## src/design/mgs_pkg.sv

```systemverilog
// Package for the median then Gaussian smoother: constants, weight table and cell control type.
`default_nettype none
package mgs_pkg;
    localparam int MEDIAN_TAPS_DEF = 7;
    localparam int SMOOTH_TAPS     = 32;
    localparam int SAMPLE_W        = 32;
    localparam int WEIGHT_W        = 13;

    localparam logic [WEIGHT_W-1:0] GAUSS_Q16 [SMOOTH_TAPS] = '{
        13'd62,   13'd81,   13'd106,  13'd137,  13'd176,  13'd224,  13'd283,  13'd353,
        13'd437,  13'd536,  13'd651,  13'd784,  13'd936,  13'd1107, 13'd1297, 13'd1506,
        13'd1734, 13'd1978, 13'd2235, 13'd2503, 13'd2779, 13'd3056, 13'd3331, 13'd3598,
        13'd3852, 13'd4086, 13'd4295, 13'd4473, 13'd4618, 13'd4724, 13'd4788, 13'd4810
    };

    typedef struct packed {
        logic fill;
        logic move;
    } t_cell_ctl;
endpackage
`default_nettype wire

```

## src/design/mgs_med_cell.sv

```systemverilog
// One cell of the median chain: holds a sample and compares it with the broadcast candidate.
`default_nettype none
module mgs_med_cell
    import mgs_pkg::*;
(
    input  wire                        i_clk,
    input  t_cell_ctl                  i_ctl,
    input  wire signed [SAMPLE_W-1:0]  i_fill,
    input  wire signed [SAMPLE_W-1:0]  i_din,
    input  wire signed [SAMPLE_W-1:0]  i_cand,
    output logic signed [SAMPLE_W-1:0] o_val,
    output logic                       o_less,
    output logic                       o_equal
);
    logic signed [SAMPLE_W-1:0] r_val;

    always_ff @(posedge i_clk) begin
        if (i_ctl.fill) begin
            r_val <= i_fill;
        end else if (i_ctl.move) begin
            r_val <= i_din;
        end
    end

    assign o_val   = r_val;
    assign o_less  = (r_val < i_cand);
    assign o_equal = (r_val == i_cand);
endmodule
`default_nettype wire

```

## src/design/mgs_tap_cell.sv

```systemverilog
// One cell of the smoothing chain: holds one median and passes it on.
`default_nettype none
module mgs_tap_cell
    import mgs_pkg::*;
(
    input  wire                        i_clk,
    input  t_cell_ctl                  i_ctl,
    input  wire signed [SAMPLE_W-1:0]  i_fill,
    input  wire signed [SAMPLE_W-1:0]  i_din,
    output logic signed [SAMPLE_W-1:0] o_val
);
    logic signed [SAMPLE_W-1:0] r_val;

    always_ff @(posedge i_clk) begin
        if (i_ctl.fill) begin
            r_val <= i_fill;
        end else if (i_ctl.move) begin
            r_val <= i_din;
        end
    end

    assign o_val = r_val;
endmodule
`default_nettype wire

```

## src/design/median_then_gaussian_smoother.sv

```systemverilog
// Top level of the median then Gaussian smoother.
//
//  Channel | Direction | Handshake            | Payload
//  --------+-----------+----------------------+--------------------------
//  input   | in        | i_valid / o_stall    | i_sample   (32b signed)
//  output  | out       | o_valid / i_stall    | o_smoothed (32b signed)
//
// After its transfer, a sample passes through the median search as the median
// chain rotates once, one push step, the single multiply-accumulate as the
// smoothing chain rotates once, one drain step and one output step, after
// which its result is offered. A new sample is taken only once the block is
// back in idle after the output step; o_stall stays high until then.
// Reset (synchronous, active low) clears the control state only; the cells
// need no reset because the first sample fills both chains. A stall on the
// output holds the finished result; the block waits before overwriting it.
`default_nettype none
module median_then_gaussian_smoother
    import mgs_pkg::*;
#(
    parameter int MEDIAN_TAPS = MEDIAN_TAPS_DEF
) (
    input  wire                        i_clk,
    input  wire                        i_rst_n,
    input  wire                        i_valid,
    output logic                       o_stall,
    input  wire signed [SAMPLE_W-1:0]  i_sample,
    output logic                       o_valid,
    input  wire                        i_stall,
    output logic signed [SAMPLE_W-1:0] o_smoothed
);
    localparam int MCW   = (MEDIAN_TAPS > 1) ? $clog2(MEDIAN_TAPS) : 1;
    localparam int CNTW  = $clog2(MEDIAN_TAPS + 1);
    localparam int SCW   = $clog2(SMOOTH_TAPS);
    localparam int PROD_W = SAMPLE_W + WEIGHT_W + 1;
    localparam int ACC_W  = PROD_W + SCW;
    localparam logic [CNTW-1:0] MID = CNTW'(MEDIAN_TAPS / 2);
    localparam logic signed [ACC_W-1:0] SAT_HI = ACC_W'(64'sd2147483647);
    localparam logic signed [ACC_W-1:0] SAT_LO = -ACC_W'(64'sd2147483648);

    typedef enum logic [2:0] {S_IDLE, S_MED, S_PUSH, S_MAC, S_DRAIN, S_OUT} t_state;

    t_state                     r_state;
    logic [MCW-1:0]             r_med_cnt;
    logic [SCW-1:0]             r_mac_cnt;
    logic                       r_primed;
    logic                       r_prod_v;
    logic signed [SAMPLE_W-1:0] r_med;
    logic signed [PROD_W-1:0]   r_prod;
    logic signed [ACC_W-1:0]    r_acc;
    logic signed [SAMPLE_W-1:0] r_out;
    logic                       r_ovalid;

    t_cell_ctl                  w_med_ctl, w_tap_ctl;
    logic signed [SAMPLE_W-1:0] w_med_val [MEDIAN_TAPS];
    logic signed [SAMPLE_W-1:0] w_tap_val [SMOOTH_TAPS];
    logic [MEDIAN_TAPS-1:0]     w_less, w_equal;
    logic signed [SAMPLE_W-1:0] w_med_top, w_tap_top;
    logic [CNTW-1:0]            n_less, n_le;
    logic                       w_accept, w_is_med;
    logic signed [ACC_W-1:0]    w_round;
    logic signed [SAMPLE_W-1:0] n_out;

    assign w_accept = i_valid && !o_stall;
    assign o_stall  = (r_state != S_IDLE);
    assign o_valid  = r_ovalid;
    assign o_smoothed = r_out;

    // Median chain: shifts the new sample in at the top, then rotates once so
    // that every entry passes cell zero as the candidate.
    always_comb begin
        w_med_ctl.fill = w_accept && !r_primed;
        w_med_ctl.move = w_accept || (r_state == S_MED);
        w_med_top      = (r_state == S_MED) ? w_med_val[0] : i_sample;
    end

    // Smoothing chain: the median enters at the top, the oldest sits in cell
    // zero, and one rotation walks the entries oldest to newest.
    always_comb begin
        w_tap_ctl.fill = (r_state == S_PUSH) && !r_primed;
        w_tap_ctl.move = (r_state == S_PUSH) || (r_state == S_MAC);
        w_tap_top      = (r_state == S_MAC) ? w_tap_val[0] : r_med;
    end

    genvar g;
    generate
        for (g = 0; g < MEDIAN_TAPS; g++) begin : g_med
            mgs_med_cell u_cell (
                .i_clk   (i_clk),
                .i_ctl   (w_med_ctl),
                .i_fill  (i_sample),
                .i_din   ((g == MEDIAN_TAPS - 1) ? w_med_top : w_med_val[(g + 1) % MEDIAN_TAPS]),
                .i_cand  (w_med_val[0]),
                .o_val   (w_med_val[g]),
                .o_less  (w_less[g]),
                .o_equal (w_equal[g])
            );
        end
        for (g = 0; g < SMOOTH_TAPS; g++) begin : g_tap
            mgs_tap_cell u_cell (
                .i_clk  (i_clk),
                .i_ctl  (w_tap_ctl),
                .i_fill (r_med),
                .i_din  ((g == SMOOTH_TAPS - 1) ? w_tap_top : w_tap_val[(g + 1) % SMOOTH_TAPS]),
                .o_val  (w_tap_val[g])
            );
        end
    endgenerate

    // The candidate is the median when fewer than half+1 entries lie below it
    // and more than half lie at or below it; ties need no ordering.
    always_comb begin
        n_less = '0;
        n_le   = '0;
        for (int i = 0; i < MEDIAN_TAPS; i++) begin
            n_less = n_less + CNTW'(w_less[i]);
            n_le   = n_le + CNTW'(w_less[i] | w_equal[i]);
        end
        w_is_med = (n_less <= MID) && (n_le > MID);
    end

    // Round half up, floor by the arithmetic shift, then saturate.
    always_comb begin
        w_round = (r_acc + ACC_W'(32768)) >>> 16;
        if (w_round > SAT_HI) begin
            n_out = SAT_HI[SAMPLE_W-1:0];
        end else if (w_round < SAT_LO) begin
            n_out = SAT_LO[SAMPLE_W-1:0];
        end else begin
            n_out = w_round[SAMPLE_W-1:0];
        end
    end

    always_ff @(posedge i_clk) begin
        r_prod <= w_tap_val[0] * $signed({1'b0, GAUSS_Q16[r_mac_cnt]});
        if (r_state == S_MED && w_is_med) begin
            r_med <= w_med_val[0];
        end
        if (r_state == S_PUSH) begin
            r_acc <= '0;
        end else if (r_prod_v) begin
            r_acc <= r_acc + ACC_W'(r_prod);
        end
        if (r_state == S_OUT && (!r_ovalid || !i_stall)) begin
            r_out <= n_out;
        end
    end

    always_ff @(posedge i_clk) begin
        if (!i_rst_n) begin
            r_state   <= S_IDLE;
            r_med_cnt <= '0;
            r_mac_cnt <= '0;
            r_primed  <= 1'b0;
            r_prod_v  <= 1'b0;
            r_ovalid  <= 1'b0;
        end else begin
            r_prod_v <= (r_state == S_MAC);
            // A new result replaces the old one in the cycle it leaves.
            if (r_state == S_OUT && (!r_ovalid || !i_stall)) begin
                r_ovalid <= 1'b1;
            end else if (r_ovalid && !i_stall) begin
                r_ovalid <= 1'b0;
            end
            case (r_state)
                S_IDLE: begin
                    if (w_accept) begin
                        r_med_cnt <= '0;
                        r_state   <= S_MED;
                    end
                end
                S_MED: begin
                    if (r_med_cnt == MCW'(MEDIAN_TAPS - 1)) begin
                        r_state <= S_PUSH;
                    end else begin
                        r_med_cnt <= r_med_cnt + 1'b1;
                    end
                end
                S_PUSH: begin
                    r_primed  <= 1'b1;
                    r_mac_cnt <= '0;
                    r_state   <= S_MAC;
                end
                S_MAC: begin
                    r_mac_cnt <= r_mac_cnt + 1'b1;
                    if (r_mac_cnt == SCW'(SMOOTH_TAPS - 1)) begin
                        r_state <= S_DRAIN;
                    end
                end
                S_DRAIN: begin
                    r_state <= S_OUT;
                end
                S_OUT: begin
                    if (!r_ovalid || !i_stall) begin
                        r_state <= S_IDLE;
                    end
                end
                default: begin
                    r_state <= S_IDLE;
                end
            endcase
        end
    end

    a_out_from_final: assert property (@(posedge i_clk) disable iff (!i_rst_n)
        $rose(r_ovalid) |-> $past(r_state == S_OUT))
        else $error("result offered without passing the output state");

    a_busy_after_accept: assert property (@(posedge i_clk) disable iff (!i_rst_n)
        w_accept |=> o_stall)
        else $error("block not busy after an input transfer");

    a_med_cnt_bound: assert property (@(posedge i_clk) disable iff (!i_rst_n)
        (r_state == S_MED) |-> (r_med_cnt <= MCW'(MEDIAN_TAPS - 1)))
        else $error("median step count out of range");
endmodule
`default_nettype wire
```

## config.mk

```make
export PLATFORM = sky130hd
export DESIGN_NAME = median_then_gaussian_smoother
export DESIGN_NICKNAME = d
export VERILOG_FILES = /design/src/design/mgs_pkg.sv /design/src/design/mgs_med_cell.sv /design/src/design/mgs_tap_cell.sv /design/src/design/median_then_gaussian_smoother.sv
export SDC_FILE = /design/constraint.sdc
export NUM_CORES = 2
export LEC_CHECK = 0
export BUFFER_PORTS_ARGS = -buffer_cell sky130_fd_sc_hd__buf_2
export CORE_MARGIN = 2
export CORE_UTILIZATION = 50
export CTS_BUF_LIST = sky130_fd_sc_hd__clkbuf_2 sky130_fd_sc_hd__clkbuf_4 sky130_fd_sc_hd__clkbuf_8
export DETAILED_ROUTE_END_ITERATION = 6
export GPL_TIMING_DRIVEN = 0
export PLACE_DENSITY = 0.65
export SLEW_MARGIN = 30
export SYNTH_ARGS = -nofsm -noshare
export SYNTH_HDL_FRONTEND = slang
export SYNTH_SLANG_ARGS = --single-unit
```

## constraint.sdc

```tcl
create_clock -name i_clk -period 30.4 [get_ports i_clk]
set_input_delay 3.04 -clock i_clk [delete_from_list [all_inputs] [get_ports i_clk]]
set_output_delay 3.04 -clock i_clk [all_outputs]
set_load 0.01 [all_outputs]
```

==> metrics.md <==
| Metric | Value |
|---|---|
| Cells after Synth | `just over 7000` |
| Vias in the first global route | `51753` |
| Vias per cell | `5.397` |
| PD cells | `119.6 mW/mm2` |
| CTS tree | `built` |
| Pre-CTS setup slack | `~20000 ps` |
| Wire per inst | `20.54 um` |
| Die H | `396.5 um` |
| Pin count of the biggest net entering global routing | `81` |
| Mux contribution to synthesized area | `0.9162%` |
| Antenna violations before repair | `11` |
| Area grow syn2layout | `10.53%` |
| Post-synth EDFFs | `1312` |
| First-pass GRT wire length | `approximately 310000 um` |
| Crit-path max FO | `10` |
| Most frequent cells in the layout | `nand2_1, edfxtp_1, inv_1, fa_1, ha_1` |
| Share of layout cells above drive strength 1 | `6.571%` |
| Total clock sinks | `around 1400` |
| Footprint of the multi-input gates | `roughly 0.032 mm2` |
| Via count | `roughly 52000` |
| TNS Setup | `0 ps` |
| Core area | `~0.15 mm2` |
| Final cell count without fillers | `9672` |
| Total Routing Usage GR | `about 25%` |
| Reg clk slew, reported paths | `60 ps` |
| Post-CTS Setup Bufs | `0` |
| Filler cells | `13281` |
| Row count | `144` |
| RSZ-0062 raised after global routing | `false` |
| Maxcap violations | `0` |
| Post-synth design cell area | `about 0.077 mm2` |
| Synth area leader | `edfxtp_1` |
| Cts repair resizes | `0` |
| Initial DRC count | `4700` |
| # nets final | `8224` |
| CP max stage cell | `clkbuf_1` |
| Max VDD drop | `0.0001476 V` |
| Max transition margin | `32.12%` |
| Post-synth top flop | `edfxtp_1` |
| Clock buffer depth | `3` |
| Flops & latches, synth | `1423` |
| Worst hold path class | `flop to flop` |
| HPWL after detailed placement | `143900 um` |
| LEAKAGE | `39.08 nW` |
| Skew final | `95.55 ps` |
| Syn Area/Cell | `10.83 um2` |
| Final weighted congestion in routability-driven placement | `about 0.91` |
| Top cells by area, synth | `edfxtp_1, nand2_1, fa_1` |
| Met2 GRT Util | `40.45%` |
| FFs w/ async S/R, synth | `0%` |
| Initial core utilization | `50.17%` |
| Setup WS post-layout | `approximately 20000 ps` |
| Met3 Use GR | `4.863%` |
| First drt pass iteration count | `5` |
| Post-Synth XOR/XNOR Area | `1.399%` |
| FMAX | `between 90 and 100 MHz` |
| Final min period | `10510 ps` |
| GR peak layer | `met2` |
| Final Hold Vio Count | `0` |
| Seq/Total Area, Yosys | `between 50% and 60%` |
| CP Capture Type | `flop` |
| H-Tree Depth | `4` |
| CP Launch Type | `flop` |
| Placed cells | `between 9000 and 10000` |
| CP max stage delay | `820 ps` |
| Commonest non-fill, non-tap cell in the layout | `nand2_1` |
| Tot Pwr | `10.18 mW` |
| Worst skew pair latency | `1010 ps` |
| Ports | `70` |
| DRC Markers | `0` |
| Met1 global-route usage | `34.88%` |
| Yosys top cell area share | `51.15%` |
| Largest family of logic cells by synthesized area | `simple AND/OR/NAND/NOR gates` |
| Synth cell types | `66` |
| Setup violators final | `0` |
| DRT antenna net count | `0` |
| CP dominant cell by count | `fa_1` |
| Run status | `finished clean` |
| Ratio of final minimum period to clock period | `34.59%` |
| FF+latch area | `0.04162 mm2` |
| Port Buffers | `roughly 70` |
| Actual slew at the worst max-slew pin | `1009 ps` |
| Post-synthesis simple-gate area fraction | `between 10% and 20%` |
| Die area | `0.1572 mm2` |
| CTS Root Cell | `clkbuf_8` |
| CTS buffer count | `231` |
| Syn_nets | `7899` |
| CP required | `approximately 31000 ps` |
| Post-Synth Adder-Cell Area | `between 10% and 20%` |
| WL final | `198700 um` |
| Overflow after GRT | `0` |
| Compound-cell area share of the yosys netlist | `6.865%` |
| Pins over their slew limit | `0` |
| Die width | `between 300 and 400 um` |
| CTS Hold Bufs | `0` |
| Data arrival, critical path | `approximately 11000 ps` |
| Critical path type | `flop to flop` |
| Synth Warn # | `0` |
critical path: cells and delay by family, from the launching register on:
kind,cells,cell delay (ps)
flops,1,430
fa+ha+maj,8,3900
simple gates,4,1050
compound gates,9,2860
buf+inv,8,1950
xor+xnor,1,120
area by class of cell:
type                            count  share of cell area, %
Tap cell                         2044                  3.004
Sequential cell                  1423                  48.89
Clock buffer                      304                  4.437
Timing Repair Buffer               92                  1.076
Antenna cell                        4                0.01176
Multi-Input combinational cell   4781                  37.65
Clock inverter                    118                 0.9171
Inverter                          504                  2.228
Buffer                            402                  1.786
sequential cells by signal, indices dropped and copies added, names as in the netlist:
name	cells
r_med	32
o_valid	1
r_primed	1
r_mac_cnt	5
r_state	3
g_tap.u_cell.o_val	1024
r_med_cnt	3
r_acc	51
r_prod_v	1
o_smoothed	32
r_prod	46
g_med.u_cell.o_val	224
per-stage QoR:
stage | hold slack, ps | util [%] | area, um2
floorplan | 426.4 | - | 77020
global placement | 438.2 | 52.07 | 79920
detailed placement | 433.9 | 52.48 | 80560
CTS | 448.7 | 55.45 | 85110
global route | 463.0 | 55.45 | 85120
finish | 448.0 | 55.46 | 85130
layer usage:
layer  vias to the layer above  part of all wire [%]
met5                         -                     0
met4                         0                   3.3
met3                       349                   6.9
met2                      1596                    47
met1                     25906                    43
li1                      24347                     -
report_power, final:
part           internal, mW  switching (mW)  total, mW
combinational          2.12            3.29       5.41
sequential             2.87           0.249       3.11
clock                 0.851           0.808       1.66
total                  5.84            4.34       10.2
cells in the mapped netlist (11+ instances only):
| library cell | count |
|---|---|
| nand2_1 | 2381 |
| edfxtp_1 | 1312 |
| inv_1 | 502 |
| fa_1 | 383 |
| ha_1 | 370 |
| clkbuf_1 | 369 |
| a21o_1 | 304 |
| and2_1 | 199 |
| a21oi_1 | 173 |
| o21ai_0 | 157 |
| nor2_1 | 133 |
| dfxtp_1 | 111 |
| nor2b_1 | 102 |
| xnor2_1 | 70 |
| nand4_1 | 64 |
| xor2_1 | 53 |
| mux2_2 | 36 |
| nand3_1 | 34 |
| nor3_1 | 32 |
| buf_1 | 31 |
| mux2i_1 | 30 |
| o21a_1 | 29 |
| nand2b_1 | 28 |
| o211ai_1 | 18 |
| and3_1 | 16 |
| o21bai_1 | 16 |
| a211oi_1 | 15 |
| a31oi_1 | 14 |
| o31ai_1 | 11 |
kinds of logic (layout without fill, tap and decap cells):
group           Yosys count  in the layout
compound gates          808            808
mux                      66             66
flops                  1423           1423
buf+inv                 906           1420
other cells               0              4
simple gates           3031           3031
xor+xnor                123            123
fa+ha+maj               753            753
worst paths after layout:
check | slack [ps] | to | depth (start not counted) | startpoint
worst min register to register | 450 | r_med[17] | 0 | g_med[0].u_cell.o_val[17]
worst max-delay path | 19890 | r_prod[45] | 30 | r_mac_cnt[0]
worst max register to register | 19890 | r_prod[45] | 30 | r_mac_cnt[0]
worst min-delay path | 450 | r_med[17] | 0 | g_med[0].u_cell.o_val[17]
Note: power is estimated with default switching activity, not from simulation.
